`config.mk`:
```
export PLATFORM = sky130hd
export DESIGN_NAME = spi_flash_command_sequencer
export DESIGN_NICKNAME = d
export VERILOG_FILES = /design/src/sv/spifcs_pkg.sv /design/src/sv/spifcs_queue.sv /design/src/sv/spifcs_front.sv /design/src/sv/spifcs_back.sv /design/src/sv/spi_flash_command_sequencer.sv
export SDC_FILE = /design/constraint.sdc
export NUM_CORES = 1
export LEC_CHECK = 0
export BUFFER_PORTS_ARGS = -buffer_cell sky130_fd_sc_hd__buf_2
export CORE_MARGIN = 2
export CORE_UTILIZATION = 59
export CTS_CLUSTER_SIZE = 8
export DETAILED_ROUTE_END_ITERATION = 7
export PLACE_DENSITY = 0.92
export SLEW_MARGIN = 0
export SYNTH_ARGS = -nofsm -noshare
export SYNTH_HDL_FRONTEND = slang
export SYNTH_SLANG_ARGS = --single-unit
export TNS_END_PERCENT = 1
```
`constraint.sdc`:
```
create_clock -name clk_i -period 4.8 [get_ports clk_i]
set_input_delay 0.72 -clock clk_i [delete_from_list [all_inputs] [get_ports clk_i]]
set_output_delay 0.72 -clock clk_i [all_outputs]
set_load 0.01 [all_outputs]
```
`src/sv/spifcs_pkg.sv`:
```
// Shared types and constants of the serial flash command sequencer.
// Used by the front, queue, back, top level and checker; depends on nothing.
package spifcs_pkg;

  localparam int unsigned MAX_RESULTS = 3;
  localparam int unsigned QUEUE_DEPTH = 4;

  typedef enum logic [1:0] {
    KIND_REQUEST = 2'd0,
    KIND_WDATA   = 2'd1,
    KIND_RX      = 2'd2,
    KIND_RSVD    = 2'd3
  } kind_e;

  typedef enum logic [1:0] {
    OP_READ    = 2'd0,
    OP_PROGRAM = 2'd1,
    OP_ERASE   = 2'd2,
    OP_IDENT   = 2'd3
  } op_e;

  typedef enum logic [2:0] {
    ACT_SEND    = 3'd0,
    ACT_RELEASE = 3'd1,
    ACT_READ    = 3'd2,
    ACT_DONE    = 3'd3,
    ACT_REJECT  = 3'd4
  } action_e;

  localparam logic [7:0] CMD_READ    = 8'h03;
  localparam logic [7:0] CMD_WREN    = 8'h06;
  localparam logic [7:0] CMD_PROGRAM = 8'h02;
  localparam logic [7:0] CMD_ERASE   = 8'h20;
  localparam logic [7:0] CMD_STATUS  = 8'h05;
  localparam logic [7:0] CMD_IDENT   = 8'hAB;
  localparam logic [7:0] STATUS_BUSY = 8'h01;

  // All results caused by one input transfer.
  typedef struct packed {
    logic [1:0]                      count;
    action_e [MAX_RESULTS-1:0]       action;
    logic [MAX_RESULTS-1:0][7:0]     value;
  } bundle_t;

  // Head of the result queue as seen by the back end.
  typedef struct packed {
    logic    valid;
    bundle_t bundle;
  } qhead_t;

endpackage

```
`src/sv/spifcs_queue.sv`:
```
// Short queue of result bundles between the front and the back end.
// Depends on spifcs_pkg for the bundle types.
module spifcs_queue import spifcs_pkg::*; #(
  parameter int unsigned Depth = QUEUE_DEPTH
) (
  input  logic    clk_i,
  input  logic    rst_ni,
  input  logic    push_i,
  input  bundle_t push_data_i,
  output logic    full_o,
  input  logic    pop_i,
  output qhead_t  head_o
);

  localparam int unsigned PtrW = $clog2(Depth);
  localparam int unsigned CntW = $clog2(Depth + 1);

  bundle_t           mem_q [Depth];
  logic [PtrW-1:0]   wr_ptr_q, wr_ptr_d, rd_ptr_q, rd_ptr_d;
  logic [CntW-1:0]   count_q, count_d;
  logic              push_ok, pop_ok;

  assign full_o  = (count_q == CntW'(Depth));
  assign push_ok = push_i && !full_o;
  assign pop_ok  = pop_i && (count_q != '0);

  assign head_o.valid  = (count_q != '0);
  assign head_o.bundle = mem_q[rd_ptr_q];

  always_comb begin
    wr_ptr_d = wr_ptr_q;
    rd_ptr_d = rd_ptr_q;
    count_d  = count_q;
    if (push_ok) begin
      wr_ptr_d = (wr_ptr_q == PtrW'(Depth - 1)) ? '0 : wr_ptr_q + PtrW'(1);
    end
    if (pop_ok) begin
      rd_ptr_d = (rd_ptr_q == PtrW'(Depth - 1)) ? '0 : rd_ptr_q + PtrW'(1);
    end
    if (push_ok && !pop_ok) begin
      count_d = count_q + CntW'(1);
    end else if (pop_ok && !push_ok) begin
      count_d = count_q - CntW'(1);
    end
  end

  always_ff @(posedge clk_i or negedge rst_ni) begin
    if (!rst_ni) begin
      wr_ptr_q <= '0;
      rd_ptr_q <= '0;
      count_q  <= '0;
    end else begin
      wr_ptr_q <= wr_ptr_d;
      rd_ptr_q <= rd_ptr_d;
      count_q  <= count_d;
    end
  end

  always_ff @(posedge clk_i) begin
    if (push_ok) begin
      mem_q[wr_ptr_q] <= push_data_i;
    end
  end

endmodule

```
`src/sv/spifcs_front.sv`:
```
// Front end: accepts input transfers, runs the command phase machine and
// builds the bundle of results for each transfer. Depends on spifcs_pkg.
module spifcs_front import spifcs_pkg::*; (
  input  logic        clk_i,
  input  logic        rst_ni,
  input  logic        accept_i,
  input  logic [1:0]  kind_i,
  input  logic [1:0]  op_i,
  input  logic [23:0] address_i,
  input  logic [15:0] length_i,
  input  logic [7:0]  write_data_i,
  input  logic [7:0]  rx_byte_i,
  output logic        push_o,
  output bundle_t     push_data_o
);

  typedef enum logic [3:0] {
    PH_IDLE        = 4'd0,
    PH_WREN        = 4'd1,
    PH_HEADER      = 4'd2,
    PH_DATA_RX     = 4'd3,
    PH_HOST_WAIT   = 4'd4,
    PH_PROG_RX     = 4'd5,
    PH_STATUS_CMD  = 4'd6,
    PH_STATUS_POLL = 4'd7,
    PH_IDENT       = 4'd8
  } phase_e;

  phase_e      phase_q, phase_d;
  logic [1:0]  operation_q, operation_d;
  logic [23:0] flash_address_q, flash_address_d;
  logic [15:0] bytes_left_q, bytes_left_d;
  logic [2:0]  header_index_q, header_index_d;
  logic [2:0]  hi_inc;
  logic [15:0] bl_dec;
  logic [7:0]  addr_byte;
  bundle_t     bnd;

  assign hi_inc = header_index_q + 3'd1;
  assign bl_dec = bytes_left_q - 16'd1;

  always_comb begin
    case (hi_inc)
      3'd1:    addr_byte = flash_address_q[23:16];
      3'd2:    addr_byte = flash_address_q[15:8];
      default: addr_byte = flash_address_q[7:0];
    endcase
  end

  always_comb begin
    phase_d         = phase_q;
    operation_d     = operation_q;
    flash_address_d = flash_address_q;
    bytes_left_d    = bytes_left_q;
    header_index_d  = header_index_q;
    bnd             = '0;
    unique case (kind_i)
      KIND_REQUEST: begin
        bnd.count = 2'd1;
        if (phase_q != PH_IDLE) begin
          bnd.action[0] = ACT_REJECT;
        end else begin
          operation_d     = op_i;
          flash_address_d = address_i;
          bytes_left_d    = length_i;
          header_index_d  = 3'd0;
          bnd.action[0]   = ACT_SEND;
          if (op_i == OP_READ) begin
            bnd.value[0] = CMD_READ;
            phase_d      = PH_HEADER;
          end else if (op_i == OP_IDENT) begin
            bnd.value[0] = CMD_IDENT;
            phase_d      = PH_IDENT;
          end else begin
            bnd.value[0] = CMD_WREN;
            phase_d      = PH_WREN;
          end
        end
      end
      KIND_WDATA: begin
        bnd.count = 2'd1;
        if (phase_q != PH_HOST_WAIT) begin
          bnd.action[0] = ACT_REJECT;
        end else begin
          bnd.action[0] = ACT_SEND;
          bnd.value[0]  = write_data_i;
          phase_d       = PH_PROG_RX;
        end
      end
      KIND_RX: begin
        unique case (phase_q)
          PH_WREN: begin
            bnd.count      = 2'd2;
            bnd.action[0]  = ACT_RELEASE;
            bnd.action[1]  = ACT_SEND;
            bnd.value[1]   = (operation_q == OP_PROGRAM) ? CMD_PROGRAM : CMD_ERASE;
            header_index_d = 3'd0;
            phase_d        = PH_HEADER;
          end
          PH_HEADER: begin
            if (header_index_q < 3'd3) begin
              header_index_d = hi_inc;
              bnd.count      = 2'd1;
              bnd.action[0]  = ACT_SEND;
              bnd.value[0]   = addr_byte;
            end else if (operation_q == OP_READ) begin
              if (bytes_left_q == 16'd0) begin
                bnd.count     = 2'd2;
                bnd.action[0] = ACT_RELEASE;
                bnd.action[1] = ACT_DONE;
                phase_d       = PH_IDLE;
              end else begin
                bnd.count     = 2'd1;
                bnd.action[0] = ACT_SEND;
                phase_d       = PH_DATA_RX;
              end
            end else if (operation_q == OP_PROGRAM && bytes_left_q != 16'd0) begin
              phase_d = PH_HOST_WAIT;
            end else begin
              bnd.count     = 2'd2;
              bnd.action[0] = ACT_RELEASE;
              bnd.action[1] = ACT_SEND;
              bnd.value[1]  = CMD_STATUS;
              phase_d       = PH_STATUS_CMD;
            end
          end
          PH_DATA_RX: begin
            bytes_left_d  = bl_dec;
            bnd.action[0] = ACT_READ;
            bnd.value[0]  = rx_byte_i;
            if (bl_dec == 16'd0) begin
              bnd.count     = 2'd3;
              bnd.action[1] = ACT_RELEASE;
              bnd.action[2] = ACT_DONE;
              phase_d       = PH_IDLE;
            end else begin
              bnd.count     = 2'd2;
              bnd.action[1] = ACT_SEND;
            end
          end
          PH_PROG_RX: begin
            bytes_left_d = bl_dec;
            if (bl_dec == 16'd0) begin
              bnd.count     = 2'd2;
              bnd.action[0] = ACT_RELEASE;
              bnd.action[1] = ACT_SEND;
              bnd.value[1]  = CMD_STATUS;
              phase_d       = PH_STATUS_CMD;
            end else begin
              phase_d = PH_HOST_WAIT;
            end
          end
          PH_STATUS_CMD: begin
            bnd.count     = 2'd1;
            bnd.action[0] = ACT_SEND;
            phase_d       = PH_STATUS_POLL;
          end
          PH_STATUS_POLL: begin
            if ((rx_byte_i & STATUS_BUSY) != 8'd0) begin
              bnd.count     = 2'd1;
              bnd.action[0] = ACT_SEND;
            end else begin
              bnd.count     = 2'd2;
              bnd.action[0] = ACT_RELEASE;
              bnd.action[1] = ACT_DONE;
              phase_d       = PH_IDLE;
            end
          end
          PH_IDENT: begin
            if (header_index_q < 3'd4) begin
              header_index_d = hi_inc;
              bnd.count      = 2'd1;
              bnd.action[0]  = ACT_SEND;
            end else begin
              bnd.count     = 2'd3;
              bnd.action[0] = ACT_READ;
              bnd.value[0]  = rx_byte_i;
              bnd.action[1] = ACT_RELEASE;
              bnd.action[2] = ACT_DONE;
              phase_d       = PH_IDLE;
            end
          end
          default: begin
            bnd.count     = 2'd1;
            bnd.action[0] = ACT_REJECT;
          end
        endcase
      end
      default: begin
        bnd.count     = 2'd1;
        bnd.action[0] = ACT_REJECT;
      end
    endcase
  end

  assign push_o      = accept_i && (bnd.count != 2'd0);
  assign push_data_o = bnd;

  always_ff @(posedge clk_i or negedge rst_ni) begin
    if (!rst_ni) begin
      phase_q         <= PH_IDLE;
      operation_q     <= 2'd0;
      flash_address_q <= 24'd0;
      bytes_left_q    <= 16'd0;
      header_index_q  <= 3'd0;
    end else if (accept_i) begin
      phase_q         <= phase_d;
      operation_q     <= operation_d;
      flash_address_q <= flash_address_d;
      bytes_left_q    <= bytes_left_d;
      header_index_q  <= header_index_d;
    end
  end

endmodule

```
`src/sv/spifcs_back.sv`:
```
// Back end: takes result bundles from the queue and hands them out one
// result per transfer through the output register. Depends on spifcs_pkg.
module spifcs_back import spifcs_pkg::*; (
  input  logic       clk_i,
  input  logic       rst_ni,
  input  qhead_t     head_i,
  output logic       pop_o,
  output logic       out_valid_o,
  input  logic       out_stall_i,
  output logic [2:0] action_o,
  output logic [7:0] value_o,
  output logic       last_o
);

  logic       out_valid_q, out_valid_d;
  logic [1:0] idx_q, idx_d;
  logic [2:0] action_q;
  logic [7:0] value_q;
  logic       last_q;
  logic       load;
  logic       is_last;

  assign load    = !out_valid_q || !out_stall_i;
  assign is_last = (idx_q == (head_i.bundle.count - 2'd1));

  always_comb begin
    out_valid_d = out_valid_q;
    idx_d       = idx_q;
    pop_o       = 1'b0;
    if (load) begin
      out_valid_d = head_i.valid;
      if (head_i.valid) begin
        pop_o = is_last;
        idx_d = is_last ? 2'd0 : idx_q + 2'd1;
      end
    end
  end

  always_ff @(posedge clk_i or negedge rst_ni) begin
    if (!rst_ni) begin
      out_valid_q <= 1'b0;
      idx_q       <= 2'd0;
    end else begin
      out_valid_q <= out_valid_d;
      idx_q       <= idx_d;
    end
  end

  always_ff @(posedge clk_i) begin
    if (load && head_i.valid) begin
      action_q <= head_i.bundle.action[idx_q];
      value_q  <= head_i.bundle.value[idx_q];
      last_q   <= is_last;
    end
  end

  assign out_valid_o = out_valid_q;
  assign action_o    = action_q;
  assign value_o     = value_q;
  assign last_o      = last_q;

endmodule

```
`src/sv/spi_flash_command_sequencer.sv`:
```
// Serial NOR flash command sequencer: one input transfer per cycle while the
// result queue has room; results leave one per cycle while out_stall_i is low,
// so the results of one transfer leave one after another. The input stalls
// only when the four-entry result queue between the phase machine and the
// output register is full; a transfer that causes no result never enters the
// queue. Depends on spifcs_pkg, spifcs_front, spifcs_queue and spifcs_back.
module spi_flash_command_sequencer import spifcs_pkg::*; #(
  parameter int unsigned QueueDepth = QUEUE_DEPTH
) (
  input  logic        clk_i,
  input  logic        rst_ni,
  input  logic        in_valid_i,
  output logic        in_stall_o,
  input  logic [1:0]  kind_i,
  input  logic [1:0]  op_i,
  input  logic [23:0] address_i,
  input  logic [15:0] length_i,
  input  logic [7:0]  write_data_i,
  input  logic [7:0]  rx_byte_i,
  output logic        out_valid_o,
  input  logic        out_stall_i,
  output logic [2:0]  action_o,
  output logic [7:0]  value_o,
  output logic        last_o
);

  logic    full;
  logic    accept;
  logic    push;
  logic    pop;
  bundle_t push_data;
  qhead_t  head;

  assign in_stall_o = full;
  assign accept     = in_valid_i && !full;

  spifcs_front u_front (
    .clk_i        (clk_i),
    .rst_ni       (rst_ni),
    .accept_i     (accept),
    .kind_i       (kind_i),
    .op_i         (op_i),
    .address_i    (address_i),
    .length_i     (length_i),
    .write_data_i (write_data_i),
    .rx_byte_i    (rx_byte_i),
    .push_o       (push),
    .push_data_o  (push_data)
  );

  spifcs_queue #(
    .Depth (QueueDepth)
  ) u_queue (
    .clk_i       (clk_i),
    .rst_ni      (rst_ni),
    .push_i      (push),
    .push_data_i (push_data),
    .full_o      (full),
    .pop_i       (pop),
    .head_o      (head)
  );

  spifcs_back u_back (
    .clk_i       (clk_i),
    .rst_ni      (rst_ni),
    .head_i      (head),
    .pop_o       (pop),
    .out_valid_o (out_valid_o),
    .out_stall_i (out_stall_i),
    .action_o    (action_o),
    .value_o     (value_o),
    .last_o      (last_o)
  );

endmodule

```
## Yosys cells after proc, flatten, opt, wreduce, memory -nomap -nowiden

Memory sizes are Yosys's and may differ from the RTL's.
Index checks and enable logic that the tools add are counted.

- Memories kept: 1
- RAM bits: 108
- Register bits: 71

Memories:

| memory | words | width | read ports | clocked after Yosys merged registers in | write ports | line | source |
|---|---|---|---|---|---|---|---|
| u_queue.mem_q | 4 | 27 | 1 | 0 | 1 | spifcs_queue.sv:18 | `bundle_t mem_q [Depth];` |

- Equality and inequality tests: 29
- Order comparisons: 3
- Muxes and demuxes: 81
- Add/sub/neg operators: 8
- Bitwise operators: 1
- Reductions and logical operators: 32

Operators with widths:

| kind | number |
|---|---|
| $mux W8 | 10 |
| $pmux W8 S3 | 3 |
| $mux W3 | 13 |
| $mux W2 | 18 |
| $logic_not A16 Y1 | 2 |
| $mux W16 | 2 |
| $mux W4 | 8 |
| $pmux W16 S2 | 1 |
| $pmux W4 S7 | 1 |
| $pmux W3 S7 | 1 |
| $mux W6 | 3 |
| $pmux W3 S3 | 2 |
| $bmux W8 S2 | 1 |
| $pmux W8 S2 | 1 |
| $reduce_bool A16 Y1 | 1 |
| $sub A16 B1 Y16 const B | 1 |
| $pmux W3 S5 | 1 |
| $eq A4 B3 Y1 const B | 3 |
| $pmux W2 S6 | 1 |
| $pmux W3 S2 | 2 |
| $pmux W4 S3 | 1 |
| $mux W1 | 10 |
| $ne A3 B2 Y1 const B | 3 |
| $ne A3 B3 Y1 const B | 3 |
| other kinds (36) | 62 |

## Longest topological paths before layout

- Depth in word-level cells: 14
- Mapped depth: 14
- Depth with buffers taken out: 14

## Hierarchy

From an unflattened synthesis, not the netlist that was laid out.

- Cells, all modules: 722
- Area, all modules: 10,109.7 um2

Modules (own cells, without submodules):

| module | cells an instance | area an instance (um2) | instances |
|---|---|---|---|
| spifcs_queue | 220 | 5,565.3 | 1 |
| spifcs_front | 433 | 3,743.6 | 1 |
| spifcs_back | 68 | 787.0 | 1 |
| spi_flash_command_sequencer | 1 | 13.8 | 1 |

## Least setup slack after synthesis

Ideal clock, no wire load.

- Path type: register to register
- Start point: register u_front.bytes_left_q[7]
- End point: register u_queue.count_q[2]
- Stages on the path, launching flop included: 14
- Path slack: 1,419 ps
- Data arrival time: 3,301 ps
- Required time: 4,721 ps
- Path buffers: 1
- Cell sequence: dfrtp_1 > buf_6 > or3_4 > or4_4 > o21ai_2 > nand3_2 > o31a_1 > a31oi_4 > ha_1 > inv_1 > fa_1 > xor2_1 > nor2_1 > xor2_1

- Cells in the longest elaborated chain, start to end: 13
- Elaborated cells between the ends (all ways): 21

RTL lines:

| what | line | source |
|---|---|---|
| from (decl) | spifcs_front.sv:32 | `logic [15:0] bytes_left_q, bytes_left_d;` |
| from (signal assigned) | spifcs_front.sv:210 | `bytes_left_q <= bytes_left_d;` |
| branches (longest 5 deep; another with $sub A16 B1 Y16) | -- |  |
| $pmux W2 S6 (*) | spifcs_front.sv:91 | `unique case (phase_q)` |
| $mux W2 (*) | spifcs_front.sv:57 | `unique case (kind_i)` |
| $reduce_bool A2 Y1 (*) | spifcs_front.sv:196 | `assign push_o = accept_i && (bnd.count != 2'd0);` |
| $logic_and A1 B1 Y1 (*) | spifcs_front.sv:196 |  |
| $logic_and A1 B1 Y1 (*) | spifcs_queue.sv:24 | `assign push_ok = push_i && !full_o;` |
| net u_queue.push_ok | spifcs_queue.sv:21 | `logic push_ok, pop_ok;` |
| $logic_not A1 Y1 | spifcs_queue.sv:42 | `end else if (pop_ok && !push_ok) begin` |
| $logic_and A1 B1 Y1 | spifcs_queue.sv:42 |  |
| $reduce_bool A2 Y1 (no line) | -- |  |
| to (signal assigned) | spifcs_queue.sv:55 | `count_q <= count_d;` |
| to (decl) | spifcs_queue.sv:20 | `logic [CntW-1:0] count_q, count_d;` |

Mark *: on every way through the listed nets, which the timed path passes.
A chain may end at the register's enable or synchronous reset.

## Worst setup path after layout

- Start point: register u_front.bytes_left_q[1]
- End point: register u_queue.count_q[2]

The elaborated chain is that of the path after synthesis.

==> flow_summary.json <==
{
  "critPathLaunchType": "flop",
  "gr-usage-all-layers": 0.264,
  "cpPeakStageDelay_ns": 0.54,
  "design.core.area_sq_um": 12100,
  "worst_pin_slew_ns": 1.25,
  "crit_slowest_cell": "nor3b_1",
  "cp_max_fo": 8,
  "die_width_um": 116,
  "initial_core_util": 0.609,
  "hold_class": "input port to async pin",
  "ys.flop_type": "edfxtp_1",
  "clockBufferDepth": 2,
  "grt_use_met2": 0.460,
  "utilization": 0.696,
  "drive_gt1_frac": 0.273,
  "vias": 5234,
  "drc": 0,
  "n_fill_cell": 832,
  "worst-setup-path-type": "flop to flop",
  "grt.overflow.total": 0,
  "status": "completed",
  "ff2ff_setup_slack_ns": 0.88,
  "firstDrtPassIters": 5,
  "numPortBuffers": 77,
  "numCtsBuffers": 17,
  "clkSinkCount": 147,
  "syn_nets": 686,
  "clk_pin_slew_worst_paths_ns": 0.07,
  "skew_ns": 0.00726,
  "drt-vias-per-instance": 6.16,
  "postCtsSetupBuffers": 0,
  "first_global_vias": 5341,
  "fin_ws_ns": 0.880,
  "max_slew_margin": 0.167,
  "setup_tns_ns": 0,
  "ys_warn_count": 0,
  "ys_ff_latch": 147,
  "fin_crit_sh": 0.817,
  "clk_latency_ns": 0.43,
  "path_cells": "inv_1 > ha_1 > nor3b_1 > a31oi_1 > o2bb2ai_1 > o211ai_1 > o31a_1 > a31oi_4 > ha_1 > inv_1 > fa_1 > xor2_1 > nor2_1 > xor2_1",
  "r2r-start": "u_front.bytes_left_q[1]",
  "synth.distinct_cells": 67,
  "preCtsSetupSlack_ns": 0.961,
  "htreeDepth": 4,
  "synth_top_area_share": 0.358,
  "rsz0062_at_grt": "no",
  "routedWlPerCell_um": 19.1,
  "area_delta_synth_final_pct": 14.3,
  "met1_usage": 0.321,
  "maxCapViolCount": 0,
  "grt_max_degree": 60,
  "cts_root_buf": "clkbuf_16",
  "worst-r2r-cell-count": 14,
  "antenna_found_initial": 0,
  "cts_resized": 0,
  "power_density_nw_per_um2": 626,
  "drt-total-wl_um": 16200,
  "synth-edff-count": 88,
  "end_kind": "flop",
  "pin_count": 78,
  "diodes": 0,
  "synth_area_sq_um": 7380,
  "synth_area_leaders": "edfxtp_1, dfrtp_1, mux4_2",
  "cts_hold_buf": 0,
  "routabilityCongestion": 0.921,
  "place_hpwl_um": 11300,
  "path_buf_inv": 2,
  "fin_crit_ns": 3.92,
  "grt_use_met3": 0.0560,
  "yosysSeqAreaShare": 0.558,
  "fin_nets": 752,
  "async_flop_share": 0.401,
  "die_area_sq_um": 13400,
  "grt_pass1_wl_um": 26600,
  "grt.busiest_layer": "met2",
  "ant_nets": 0,
  "rows": 40,
  "required_ns": 5.15,
  "avgSynthCellArea_sq_um": 12.2,
  "worstPathArrival_ns": 4.27,
  "ir_drop_v": 0.000438,
  "cts_tree": "built",
  "cp_top_family": "compound AO/OA/AOI/OAI gates",
  "drt_iter0_drc": 524,
  "die_h_um": 116,
  "timing.rr.end": "u_queue.count_q[2]",
  "slew_viol_final": 0,
  "synth_top_area_cell": "edfxtp_1",
  "final-hold-violation-count": 0,
  "setup_viol": 0,
  "syn-instance-count": 603,
  "p_leak_nw": 3.30,
  "fmax_mhz": 255
}
==> Yosys cell counts, drive strengths merged, types with 9 or more instances <==
master   n
a21oi   36
o21ai   43
edfxtp  88
nor2    35
dfrtp   59
mux2i   11
ha      18
o22ai   13
nor3    17
nor2b   13
buf     11
nand2b   9
nand3   18
mux2    32
inv     22
nand2   31
mux4    18
clkbuf  25
==> state kept, by name (all words and copies together) (netlist names), 2 cells and up <==
signal                   flops
u_back.idx_q                 2
u_queue.rd_ptr_q             2
u_front.flash_address_q     24
u_front.header_index_q       3
u_queue.wr_ptr_q             2
u_queue.mem_q               76
u_back.action_o              3
u_queue.count_q              3
u_front.phase_q              4
u_back.value_o               8
u_front.bytes_left_q        16
u_front.operation_q          2
==> cells by family after synthesis <==
group / after synthesis / share of synthesized area
XOR/XNOR: 9 / 0.0107
multiplexers: 61 / 0.120
flip-flops: 147 / 0.558
adder cells (fa/ha/maj): 19 / 0.0332
AO/OA/AOI/OAI: 142 / 0.123
buffers and inverters: 58 / 0.0310
AND/OR/NAND/NOR: 167 / 0.124
==> worst reg2reg max path: cells and delay by family, from the launching register on <==
family | cells | cell delay, ns
XOR/XNOR | 2 | 0.36
AND/OR/NAND/NOR | 2 | 0.68
buffers and inverters | 2 | 0.19
adder cells (fa/ha/maj) | 3 | 0.94
AO/OA/AOI/OAI | 5 | 1.25
flip-flops | 1 | 0.43
==> routing by layer <==
| layer | wire length (um) | share of wire |
|---|---|---|
| met5 | 0 | 0 |
| met4 | 480 | 0.030 |
| met3 | 1000 | 0.062 |
| met2 | 8450 | 0.52 |
| met1 | 6310 | 0.39 |
==> how the worst max path moves through the flow <==
stage	start	endpoint	slack (ns)	cells past startpoint
floorplan	u_front.bytes_left_q[7]	u_queue.count_q[2]	1.42	13
global placement	u_front.bytes_left_q[0]	u_queue.count_q[2]	1.24	14
detailed placement	u_front.bytes_left_q[1]	u_queue.count_q[2]	0.96	14
CTS	u_front.bytes_left_q[1]	u_queue.count_q[2]	0.93	14
global route	u_front.bytes_left_q[0]	u_queue.count_q[2]	0.67	14
finish	u_front.bytes_left_q[1]	u_queue.count_q[2]	0.88	14
==> report_power, final <==
part / switching (W) / internal, W / leakage, nW
Combinational: 0.000953 / 0.000840 / 1.48
Sequential: 0.000422 / 0.00182 / 1.56
Clock: 0.000562 / 0.000675 / 0.258
Total: 0.00194 / 0.00334 / 3.30
==> cell usage in the layout (no fill, tap or decap), drive strengths merged, types with 3 or more instances in the layout <==
cell type,count
nor3b,6
dfrtp,59
or3,7
o21ai,43
a22o,5
mux2,32
and3,3
buf,83
clkinvlp,4
nand4,3
inv,30
nor4,4
mux2i,11
a21oi,36
nand2b,9
a22oi,6
and2,7
o31ai,4
or2,5
o22ai,13
o21bai,3
ha,18
a211oi,3
clkbuf,18
nand2,31
a222oi,5
edfxtp,88
nor2b,13
nor2,35
xnor2,3
a21o,4
nand3b,3
nor3,17
mux4,18
nand3,18
a31oi,4
xor2,6
==> area by class of cell <==
type	instances	area, sq um	share of cell area
Inverter	22	82.6	0.00980
Clock inverter	14	118	0.0140
Multi-Input combinational cell	398	3040	0.361
Tap cell	168	210	0.0249
Sequential cell	147	4120	0.489
Clock buffer	18	429	0.0509
Timing Repair Buffer	83	430	0.0511
==> metrics by stage <==
step | cells | area (sq um) | power (W) | hold WS [ns]
2_1_floorplan | 603 | 7380 | 0.00352 | 0.424
3_3_place_gp | 818 | 7880 | 0.00389 | 0.471
3_5_place_dp | 818 | 7880 | 0.00402 | 0.487
4_1_cts | 850 | 8430 | 0.00526 | 0.489
5_1_grt | 850 | 8430 | 0.00555 | 0.520
6_report | 850 | 8430 | 0.00528 | 0.446
Note: power is estimated with default switching activity, not from simulation.
